**src/hw/rtl/cfq_pkg.sv**
```systemverilog
// ----------------------------------------------------------------------------
// cfq_pkg
// Word types, command codes and status codes of the circular FIFO queue.
// ----------------------------------------------------------------------------
package cfq_pkg;

	localparam int DATA_W = 32;

	localparam logic [1:0] CMD_INSERT  = 2'd0;
	localparam logic [1:0] CMD_DELETE  = 2'd1;
	localparam logic [1:0] CMD_DISPLAY = 2'd2;

	localparam logic [1:0] STS_OK       = 2'd0;
	localparam logic [1:0] STS_OVERFLOW = 2'd1;
	localparam logic [1:0] STS_EMPTY    = 2'd2;

	typedef struct packed {
		logic [1:0]               command;
		logic signed [DATA_W-1:0] value;
	} cfq_req_t;

	typedef struct packed {
		logic [1:0]               status;
		logic signed [DATA_W-1:0] data;
		logic                     last;
	} cfq_rsp_t;

endpackage

```
**src/hw/rtl/cfq_ram.sv**
```systemverilog
// ----------------------------------------------------------------------------
// cfq_ram
// Slot storage: one write port, one read port with registered read data.
// ----------------------------------------------------------------------------
module cfq_ram #(
	parameter int DEPTH = 8,
	parameter int WIDTH = 32,
	parameter int AW    = (DEPTH > 1) ? $clog2(DEPTH) : 1
) (
	input  logic             clk,
	input  logic             wr_en,
	input  logic [AW-1:0]    wr_addr,
	input  logic [WIDTH-1:0] wr_data,
	input  logic             rd_en,
	input  logic [AW-1:0]    rd_addr,
	output logic [WIDTH-1:0] rd_data
);

	logic [WIDTH-1:0] mem [DEPTH];
	logic [WIDTH-1:0] rd_data_q;

	always_ff @(posedge clk) begin
		if (wr_en) begin
			mem[wr_addr] <= wr_data;
		end
	end

	always_ff @(posedge clk) begin
		if (rd_en) begin
			rd_data_q <= mem[rd_addr];
		end
	end

	assign rd_data = rd_data_q;

endmodule

```
**src/hw/rtl/circular_fifo_queue_core.sv**
```systemverilog
// ----------------------------------------------------------------------------
// circular_fifo_queue_core
// Fixed-depth circular FIFO driven by insert, delete and display commands.
//
//   channel  signals                    word        direction
//   req      req_valid, req_ready, req  cfq_req_t   in
//   rsp      rsp_valid, rsp_ready, rsp  cfq_rsp_t   out
//
// Insert, overflow and empty replies load the output register on accept.
// Delete: the reply waits for the slot read through the RAM's read register.
// Display: the first read starts on accept; held words then follow in order.
// Reset clears head, tail and occupancy; slot contents are not cleared.
// A stalled rsp holds the output register and blocks further commands.
// ----------------------------------------------------------------------------
module circular_fifo_queue_core
	import cfq_pkg::*;
#(
	parameter int DEPTH = 8
) (
	input  logic     clk,
	input  logic     arst_n,
	input  logic     req_valid,
	output logic     req_ready,
	input  cfq_req_t req,
	output logic     rsp_valid,
	input  logic     rsp_ready,
	output cfq_rsp_t rsp
);

	localparam int AW    = (DEPTH > 1) ? $clog2(DEPTH) : 1;
	localparam int OCC_W = $clog2(DEPTH + 1);

	typedef enum logic [1:0] {
		S_IDLE = 2'b01,
		S_DATA = 2'b10
	} state_t;

	state_t           state_q;
	logic [AW-1:0]    head_q, tail_q, ptr_q;
	logic [OCC_W-1:0] occ_q, cnt_q;
	logic             rsp_valid_q;
	cfq_rsp_t         rsp_q;

	logic             out_free, accept, full, empty;
	logic             wr_en, rd_en;
	logic [AW-1:0]    rd_addr, head_nxt, tail_nxt, ptr_nxt;
	logic [DATA_W-1:0] rd_data;
	logic             load;
	cfq_rsp_t         load_word;

	assign out_free  = !rsp_valid_q || rsp_ready;
	assign req_ready = (state_q == S_IDLE) && out_free;
	assign accept    = req_valid && req_ready;
	assign full      = (occ_q == OCC_W'(DEPTH));
	assign empty     = (occ_q == '0);

	assign head_nxt = (head_q == AW'(DEPTH - 1)) ? '0 : head_q + AW'(1);
	assign tail_nxt = (tail_q == AW'(DEPTH - 1)) ? '0 : tail_q + AW'(1);
	assign ptr_nxt  = (ptr_q  == AW'(DEPTH - 1)) ? '0 : ptr_q  + AW'(1);

	// memory port control and result selection
	always_comb begin
		wr_en     = 1'b0;
		rd_en     = 1'b0;
		rd_addr   = head_q;
		load      = 1'b0;
		load_word = '{status: STS_OK, data: '0, last: 1'b1};
		case (state_q)
			S_IDLE: begin
				if (accept) begin
					case (req.command)
						CMD_INSERT: begin
							load = 1'b1;
							if (full) begin
								load_word.status = STS_OVERFLOW;
							end else begin
								wr_en = 1'b1;
							end
						end
						CMD_DELETE, CMD_DISPLAY: begin
							if (empty) begin
								load             = 1'b1;
								load_word.status = STS_EMPTY;
							end else begin
								rd_en = 1'b1;
							end
						end
						default: ;
					endcase
				end
			end
			S_DATA: begin
				if (out_free) begin
					load           = 1'b1;
					load_word.data = rd_data;
					load_word.last = (cnt_q == OCC_W'(1));
					if (cnt_q != OCC_W'(1)) begin
						rd_en   = 1'b1;
						rd_addr = ptr_q;
					end
				end
			end
			default: ;
		endcase
	end

	cfq_ram #(
		.DEPTH (DEPTH),
		.WIDTH (DATA_W),
		.AW    (AW)
	) u_ram (
		.clk     (clk),
		.wr_en   (wr_en),
		.wr_addr (tail_q),
		.wr_data (req.value),
		.rd_en   (rd_en),
		.rd_addr (rd_addr),
		.rd_data (rd_data)
	);

	always_ff @(posedge clk or negedge arst_n) begin
		if (!arst_n) begin
			state_q     <= S_IDLE;
			head_q      <= '0;
			tail_q      <= '0;
			ptr_q       <= '0;
			occ_q       <= '0;
			cnt_q       <= '0;
			rsp_valid_q <= 1'b0;
		end else begin
			if (load) begin
				rsp_valid_q <= 1'b1;
			end else if (rsp_ready) begin
				rsp_valid_q <= 1'b0;
			end
			case (state_q)
				S_IDLE: begin
					if (accept) begin
						case (req.command)
							CMD_INSERT: begin
								if (!full) begin
									tail_q <= tail_nxt;
									occ_q  <= occ_q + OCC_W'(1);
								end
							end
							CMD_DELETE: begin
								if (!empty) begin
									head_q  <= head_nxt;
									occ_q   <= occ_q - OCC_W'(1);
									cnt_q   <= OCC_W'(1);
									state_q <= S_DATA;
								end
							end
							CMD_DISPLAY: begin
								if (!empty) begin
									ptr_q   <= head_nxt;
									cnt_q   <= occ_q;
									state_q <= S_DATA;
								end
							end
							default: ;
						endcase
					end
				end
				S_DATA: begin
					if (out_free) begin
						if (cnt_q == OCC_W'(1)) begin
							state_q <= S_IDLE;
						end else begin
							cnt_q <= cnt_q - OCC_W'(1);
							ptr_q <= ptr_nxt;
						end
					end
				end
				default: state_q <= S_IDLE;
			endcase
		end
	end

	always_ff @(posedge clk) begin
		if (load) begin
			rsp_q <= load_word;
		end
	end

	assign rsp_valid = rsp_valid_q;
	assign rsp       = rsp_q;

	a_occ_range: assert property (@(posedge clk) disable iff (!arst_n)
		occ_q <= OCC_W'(DEPTH))
		else $error("occupancy above depth");

	a_ptr_meet: assert property (@(posedge clk) disable iff (!arst_n)
		(occ_q == '0 || occ_q == OCC_W'(DEPTH)) |-> head_q == tail_q)
		else $error("head and tail disagree with occupancy");

	a_busy_stall: assert property (@(posedge clk) disable iff (!arst_n)
		state_q == S_DATA |-> !req_ready && cnt_q != '0)
		else $error("command taken during readout");

	a_last_done: assert property (@(posedge clk) disable iff (!arst_n)
		(state_q == S_DATA && out_free && cnt_q == OCC_W'(1)) |=>
		state_q == S_IDLE && rsp_valid_q && rsp_q.last)
		else $error("readout did not end with last word");

	a_no_drop: assert property (@(posedge clk) disable iff (!arst_n)
		(rsp_valid_q && !rsp_ready) |=> rsp_valid_q && $stable(rsp_q))
		else $error("stalled word overwritten");

endmodule

```
**config.mk**
```make
export PLATFORM = sky130hd
export DESIGN_NAME = circular_fifo_queue_core
export DESIGN_NICKNAME = d
export VERILOG_FILES = /design/src/hw/rtl/cfq_pkg.sv /design/src/hw/rtl/cfq_ram.sv /design/src/hw/rtl/circular_fifo_queue_core.sv
export SDC_FILE = /design/constraint.sdc
export NUM_CORES = 1
export LEC_CHECK = 0
export BUFFER_PORTS_ARGS = -buffer_cell sky130_fd_sc_hd__buf_2
export CAP_MARGIN = 5
export CORE_MARGIN = 4
export CORE_UTILIZATION = 31
export CTS_BUF_LIST = sky130_fd_sc_hd__clkbuf_2 sky130_fd_sc_hd__clkbuf_4 sky130_fd_sc_hd__clkbuf_8
export DETAILED_ROUTE_END_ITERATION = 8
export SLEW_MARGIN = 40
export SYNTH_ARGS = -nofsm -noshare
export SYNTH_HDL_FRONTEND = slang
export SYNTH_SLANG_ARGS = --single-unit
export TNS_END_PERCENT = 5
```
**constraint.sdc**
```tcl
create_clock -name clk -period 6.4 [get_ports clk]
set_input_delay 0.96 -clock clk [delete_from_list [all_inputs] [get_ports clk]]
set_output_delay 0.96 -clock clk [all_outputs]
set_load 0.005 [all_outputs]
```
# After elaboration in Yosys (flattened, before gate mapping)
# Memories as Yosys holds them, arrays and structs flattened. A register that Yosys moved wholly into a read port is not among the register bits.
# Cells that the tools add are included.
dict set report word_totals {
  register_bits 55
  ramBits 256
  word_cells 109
  memories 1
  output_inout_bits 37
}
dict set report classes {
  n_mux 50
  n_addsub 6
  n_eq_ne 22
  n_reduce_logical 18
  bitwise 2
}
# name depth word_bits read_ports rd_ports_with_merged_regs write_ports line_no
set mem_list {}
lappend mem_list {u_ram.mem 8 32 1 1 1 cfq_ram.sv:19} ;# logic [WIDTH-1:0] mem [DEPTH];
# op count
set op_table {}
lappend op_table {{3-bit 2-to-1 mux} 11}
lappend op_table {{4-bit 2-to-1 mux} 7}
lappend op_table {{4-bit case mux with 2 select lines} 3}
lappend op_table {{1-bit 2-to-1 mux} 17}
lappend op_table {{2-bit inequality test, second input constant} 8}
lappend op_table {{2-bit 2-to-1 mux} 6}
lappend op_table {{5-bit AND reduction} 2}
lappend op_table {{3-bit by 1-bit adder with 3-bit output, second input constant} 3}
lappend op_table {{3-bit equality test, second input constant} 3}
lappend op_table {{2-bit case mux with 2 select lines} 2}
lappend op_table {{4-bit AND reduction} 2}
lappend op_table {{4-bit by 1-bit subtractor with 4-bit output, second input constant} 2}
lappend op_table {{7-bit AND reduction} 1}
lappend op_table {{3-bit inequality test, second input constant} 2}
lappend op_table {{1-bit case mux with 2 select lines} 3}
lappend op_table {{3-bit case mux with 2 select lines} 1}
lappend op_table {{6-bit AND reduction} 1}
lappend op_table {{2-bit nonzero test} 3}
lappend op_table {{4-bit by 1-bit adder with 4-bit output, second input constant} 1}
lappend op_table {{2-bit by 1-bit equality test with 1-bit output, second input constant} 2}
lappend op_table {{2-bit equality test, second input constant} 2}
lappend op_table {{4-bit by 1-bit equality test with 1-bit output, second input constant} 1}
lappend op_table {{4-bit equality test, second input constant} 1}
lappend op_table {{4-bit zero test} 1}
lappend op_table {{10 further kinds} 13}

# Logic depth before layout (Yosys ltp)
dict set report depth {
  depth_word 8
  mapped_depth 10
  mapped_depth_nobuf 8
}

# Cells and area by module
# Synthesis repeated with hierarchy kept, for this count alone.
dict set report hier_totals {
  cells_unflattened 639
  area_unflattened_um2 13486.7
}
# module area_per_inst_um2 cells_each instances
set by_module_without_submodules {}
lappend by_module_without_submodules {cfq_ram 10786.6 415 1}
lappend by_module_without_submodules {circular_fifo_queue_core 2700.1 224 1}

# Worst setup path before layout
# OpenSTA, ideal clock, no wires.
dict set report synth_timing {
  path_kind {input -> register}
  from {in rsp_ready}
  to {mem u_ram.mem[0][0] (enable)}
  setup_ns 0.502
  setup_slack_ns 1.078
  t_arrival_ns 4.820
  required_ns 5.898
  cell_stages 5
  path_buffers 1
  cell_sequence {nand2b_1 -> buf_2 -> and3_1 -> nand3_1 -> nor4_1}
}
dict set report synth_between {
  elab_chain_cells 7
}
# element line_no
set synth_lines {}
lappend synth_lines {{from (decl)} circular_fifo_queue_core.sv:26} ;# input logic rsp_ready,
lappend synth_lines {{1-bit logical OR} circular_fifo_queue_core.sv:51} ;# assign out_free = !rsp_valid_q || rsp_ready;
lappend synth_lines {{1-bit logical AND} circular_fifo_queue_core.sv:52} ;# assign req_ready = (state_q == S_IDLE) && out_free;
lappend synth_lines {{1-bit logical AND} circular_fifo_queue_core.sv:53} ;# assign accept = req_valid && req_ready;
lappend synth_lines {{1-bit 2-to-1 mux} circular_fifo_queue_core.sv:70} ;# if (accept) begin
lappend synth_lines {{1-bit 2-to-1 mux} circular_fifo_queue_core.sv:68} ;# case (state_q)
lappend synth_lines {{1-bit 2-to-1 mux} cfq_ram.sv:23} ;# if (wr_en) begin
lappend synth_lines {{1-bit 2-to-1 mux (implied by the code)} cfq_ram.sv:24} ;# mem[wr_addr] <= wr_data;
lappend synth_lines {{to (decl)} cfq_ram.sv:19}
# Every way passes these cells.

# Worst setup path in the final report
dict set report layout_timing {
  from {reg state_q[0]}
  to {reg u_ram.rd_data_q[6] (netlist: u_ram.rd_data[6]), read port of u_ram.mem, data pin}
}
dict set report layout_between {
  elab_chain_cells 5
  elab_cells_between_ends 7
  cone_classes {eq/ne: 2; mux: 3; reduce/logical: 2}
}
# element line_no
set layout_lines {}
lappend layout_lines {{from (decl)} circular_fifo_queue_core.sv:38} ;# state_t state_q;
lappend layout_lines {{from (signal assigned)} circular_fifo_queue_core.sv:123} ;# state_q <= S_IDLE;
lappend layout_lines {{from (signal assigned)} circular_fifo_queue_core.sv:151} ;# state_q <= S_DATA;
lappend layout_lines {{from (signal assigned)} circular_fifo_queue_core.sv:158} ;# state_q <= S_DATA;
lappend layout_lines {{2-bit by 1-bit equality test with 1-bit output} {circular_fifo_queue_core.sv:52, circular_fifo_queue_core.sv:68}}
lappend layout_lines {{1-bit logical AND} circular_fifo_queue_core.sv:52}
lappend layout_lines {{1-bit logical AND} circular_fifo_queue_core.sv:53}
lappend layout_lines {{1-bit 2-to-1 mux} circular_fifo_queue_core.sv:70}
lappend layout_lines {{1-bit case mux with 2 select lines} circular_fifo_queue_core.sv:68}
lappend layout_lines {{to (decl)} cfq_ram.sv:20} ;# logic [WIDTH-1:0] rd_data_q;
# Parallel ways exist; a longest one is shown, timed or not.
# A chain may end at the register's enable or synchronous reset.

==> results by group <==
Floorplan
  • Die height: 233 µm
  • Core area: 50,100 µm²
  • Die area: 54,100 µm²
  • Width of the die: 233 µm
  • Initial Util: 0.312
  • Core Rows: 82
  • Number of I/O pins: 75

Synthesis
  • Seq/Total Area, Yosys: 0.652
  • Total nets after synthesis: 1,191
  • Post-synth design cell area: 15,600 µm²
  • Synthesis warning total: 0
  • Synth area leader: edfxtp_1
  • Top cells by area, synth: edfxtp_1 (62%), a311oi_1 (7.2%), mux2i_1 (4.3%)
  • Syn Inst Count: 1,136
  • Synth top area share: 0.620
  • Main synth FF type: edfxtp_1
  • Post-synth ARST share: 0.0583
  • Synth cell types: 50
  • Post-synth EDFFs: 323
  • Yosys reg bits: 343
  • Syn Area/Cell: 13.8 µm²

Placed design
  • I/O Buffers: 74
  • HPWL Detailed: 22,300 µm
  • Post-Place Cells: 1,805
  • Routability cong.: 0.732

Routing
  • Drt first pass iters: 5
  • Routed WL: 40,200 µm
  • DRC: 0
  • DRT iter0 DRCs: 1,088
  • Post-route ant nets: 0
  • Via count: 10,312
  • Routed len/inst: 21.1 µm
  • Vias/cell: 5.42

Timing
  • Fin. max-slew vios: 0
  • Least-Margin Pin Slew: 0.843 ns
  • Period utilization: 0.547
  • Final setup violating endpoints: 0
  • Final hold violations: 0
  • Worst slew margin: 0.438
  • Crit path time final: 3.50 ns
  • F_max: 285 MHz
  • Total negative slack: 0 ns
  • Clock Skew: 0.0210 ns
  • Worst hold margin: 0.317 ns
  • RSZ-0062 raised after global routing: false

Critical path
  • Peak per-stage delay on the critical path: 0.44 ns
  • CP startpoint kind: flop
  • FF-to-FF path depth: 12
  • CP most frequent cell: buf_4
  • CP max-delay cell: nor3_4
  • Worst path arrival time: 3.83 ns
  • Stages on the worst setup path: 12
  • Critical path class: reg2reg
  • CP Data Required Time: 6.73 ns
  • CP cell instances: inv_1, ha_4, inv_2, buf_4, nor3_4, inv_2, buf_4, buf_12, a31oi_2, buf_4, o22a_1, o221ai_1
  • Worst-path maximum fanout: 72
  • Critical path buffers and inverters: 7
  • CP Capture Type: flop
  • Crit-path leading delay family: buffers and inverters
  • Reg2Reg Setup Slack: 2.90 ns

Hold path
  • Min-delay worst type: in2async

Layout
  • Nets: 1,247
  • Share of cells above drive strength 1: 0.184
  • Commonest non-fill, non-tap cell in the layout: edfxtp_1
  • Commonest cells after routing, fill and taps aside: edfxtp_1 (323), a311oi_1 (129), inv_1 (77)
  • Post-route non-filler standard cell count: 1,904
  • Area Growth Syn to Fin: 14.3%

Clocking
  • Hold_buf cts: 0
  • Skew-Pair Late Insertion Delay: 0.61 ns
  • Clock buffer depth: 3
  • Clock Pin Slew Worst Setup and Hold Paths: 0.06 ns
  • CTS tree: built
  • Root buf cell: clkbuf_8
  • H-tree levels: 2
  • Num CTS Buffers: 56
  • Setup bufs post-CTS: 0
  • Post-cts resize count: 0
  • Clk sink count: 343

Global routing
  • GRT Total Usage: 0.146
  • Largest net degree at the start of global routing: 133
  • Congestion Overflow GR: 0
  • First-pass GRT wire length: 62,300 µm
  • Initial antenna violation count: 2
  • Vias in the first global route: 10,527

Status
  • Status: finished clean

Flow run
  • Max Cap Violations: 0

Pwr
  • Pwr Density: 404 nW/µm²
  • Lkg Pwr: 6.22 nW
  • Peak VDD IR: 0.249 mV
-- path summary, 6_finish.rpt --
kind                                             start                          to
min in group clk                state_q[0]$_DFFE_PN1P_      state_q[0]$_DFFE_PN1P_
max in group asynchronous                       arst_n       head_q[0]$_DFFE_PN0P_
worst min register to register  state_q[0]$_DFFE_PN1P_      state_q[0]$_DFFE_PN1P_
worst max-delay path            state_q[0]$_DFFE_PN1P_  u_ram.rd_data[6]$_DFFE_PP_
worst max register to register  state_q[0]$_DFFE_PN1P_  u_ram.rd_data[6]$_DFFE_PP_
worst min-delay path                            arst_n        occ_q[2]$_DFFE_PN0P_
-- flip-flops by register name, summed over array words and instances (netlist names), 3 cells and up --
signal / flops
cnt_q: 4
head_q: 3
occ_q: 4
ptr_q: 3
rsp: 35
tail_q: 3
u_ram.mem: 256
u_ram.rd_data: 32
-- layer usage --
| layer | vias up | GRT usage | wire [µm] |
|---|---|---|---|
| met5 | - | 0 | 0 |
| met4 | 0 | 0.0387 | 711 |
| met3 | 69 | 0.0272 | 2430 |
| met2 | 370 | 0.245 | 19800 |
| met1 | 5210 | 0.194 | 17300 |
| li1 | 4663 | - | - |
-- layout make-up --
type | count | area, µm²
clock inverters | 27 | 230
flip-flops and latches | 343 | 10200
inverters | 79 | 297
multi-input cells | 607 | 4800
repair buffers | 105 | 637
fillers | 4833 | 32200
well taps | 672 | 841
clock buffers | 70 | 876
diodes | 1 | 2.50
-- metrics by stage --
stage	cell area (µm²)	utilization	worst slack [ns]	power, mW
after CTS	17900	0.357	2.65	7.29
after global placement	16700	0.334	2.50	5.30
after floorplan	15600	-	1.08	4.63
after detailed placement	16700	0.335	2.47	5.35
after global routing	17900	0.357	2.71	7.63
final	17900	0.357	2.90	7.23
-- cells in the mapped netlist (all sizes together), types with 2 or more instances --
library cell and n:
edfxtp 323, a311oi 129, clkbuf 79, inv 79
nand2 72, nand2b 71, mux2i 67, a2111oi 65
and3 35, o22a 34, o221ai 32, buf 28
dfrtp 19, ha 16, nor2 16, a21oi 14
nor3 12, mux2 6, a31oi 5, a21o 4
nand3 4, xnor2 4, a221oi 3, nor4 3
o21ai 2
-- report_power, final --
part / total, mW / switching [mW] / internal (mW)
registers: 2.95 / 0.181 / 2.77
logic: 2.37 / 1.50 / 0.871
clock network: 1.91 / 0.854 / 1.06
-- kinds of logic after synthesis --
logic type,Yosys count,synth area share
multiplexers,73,0.0472
flip-flops,343,0.652
adder cells (fa/ha/maj),17,0.0141
AO/OA/AOI/OAI,294,0.161
XOR/XNOR,4,0.00224
buffers and inverters,186,0.0486
AND/OR/NAND/NOR,219,0.0744
Note: power is estimated with default switching activity, not from simulation.
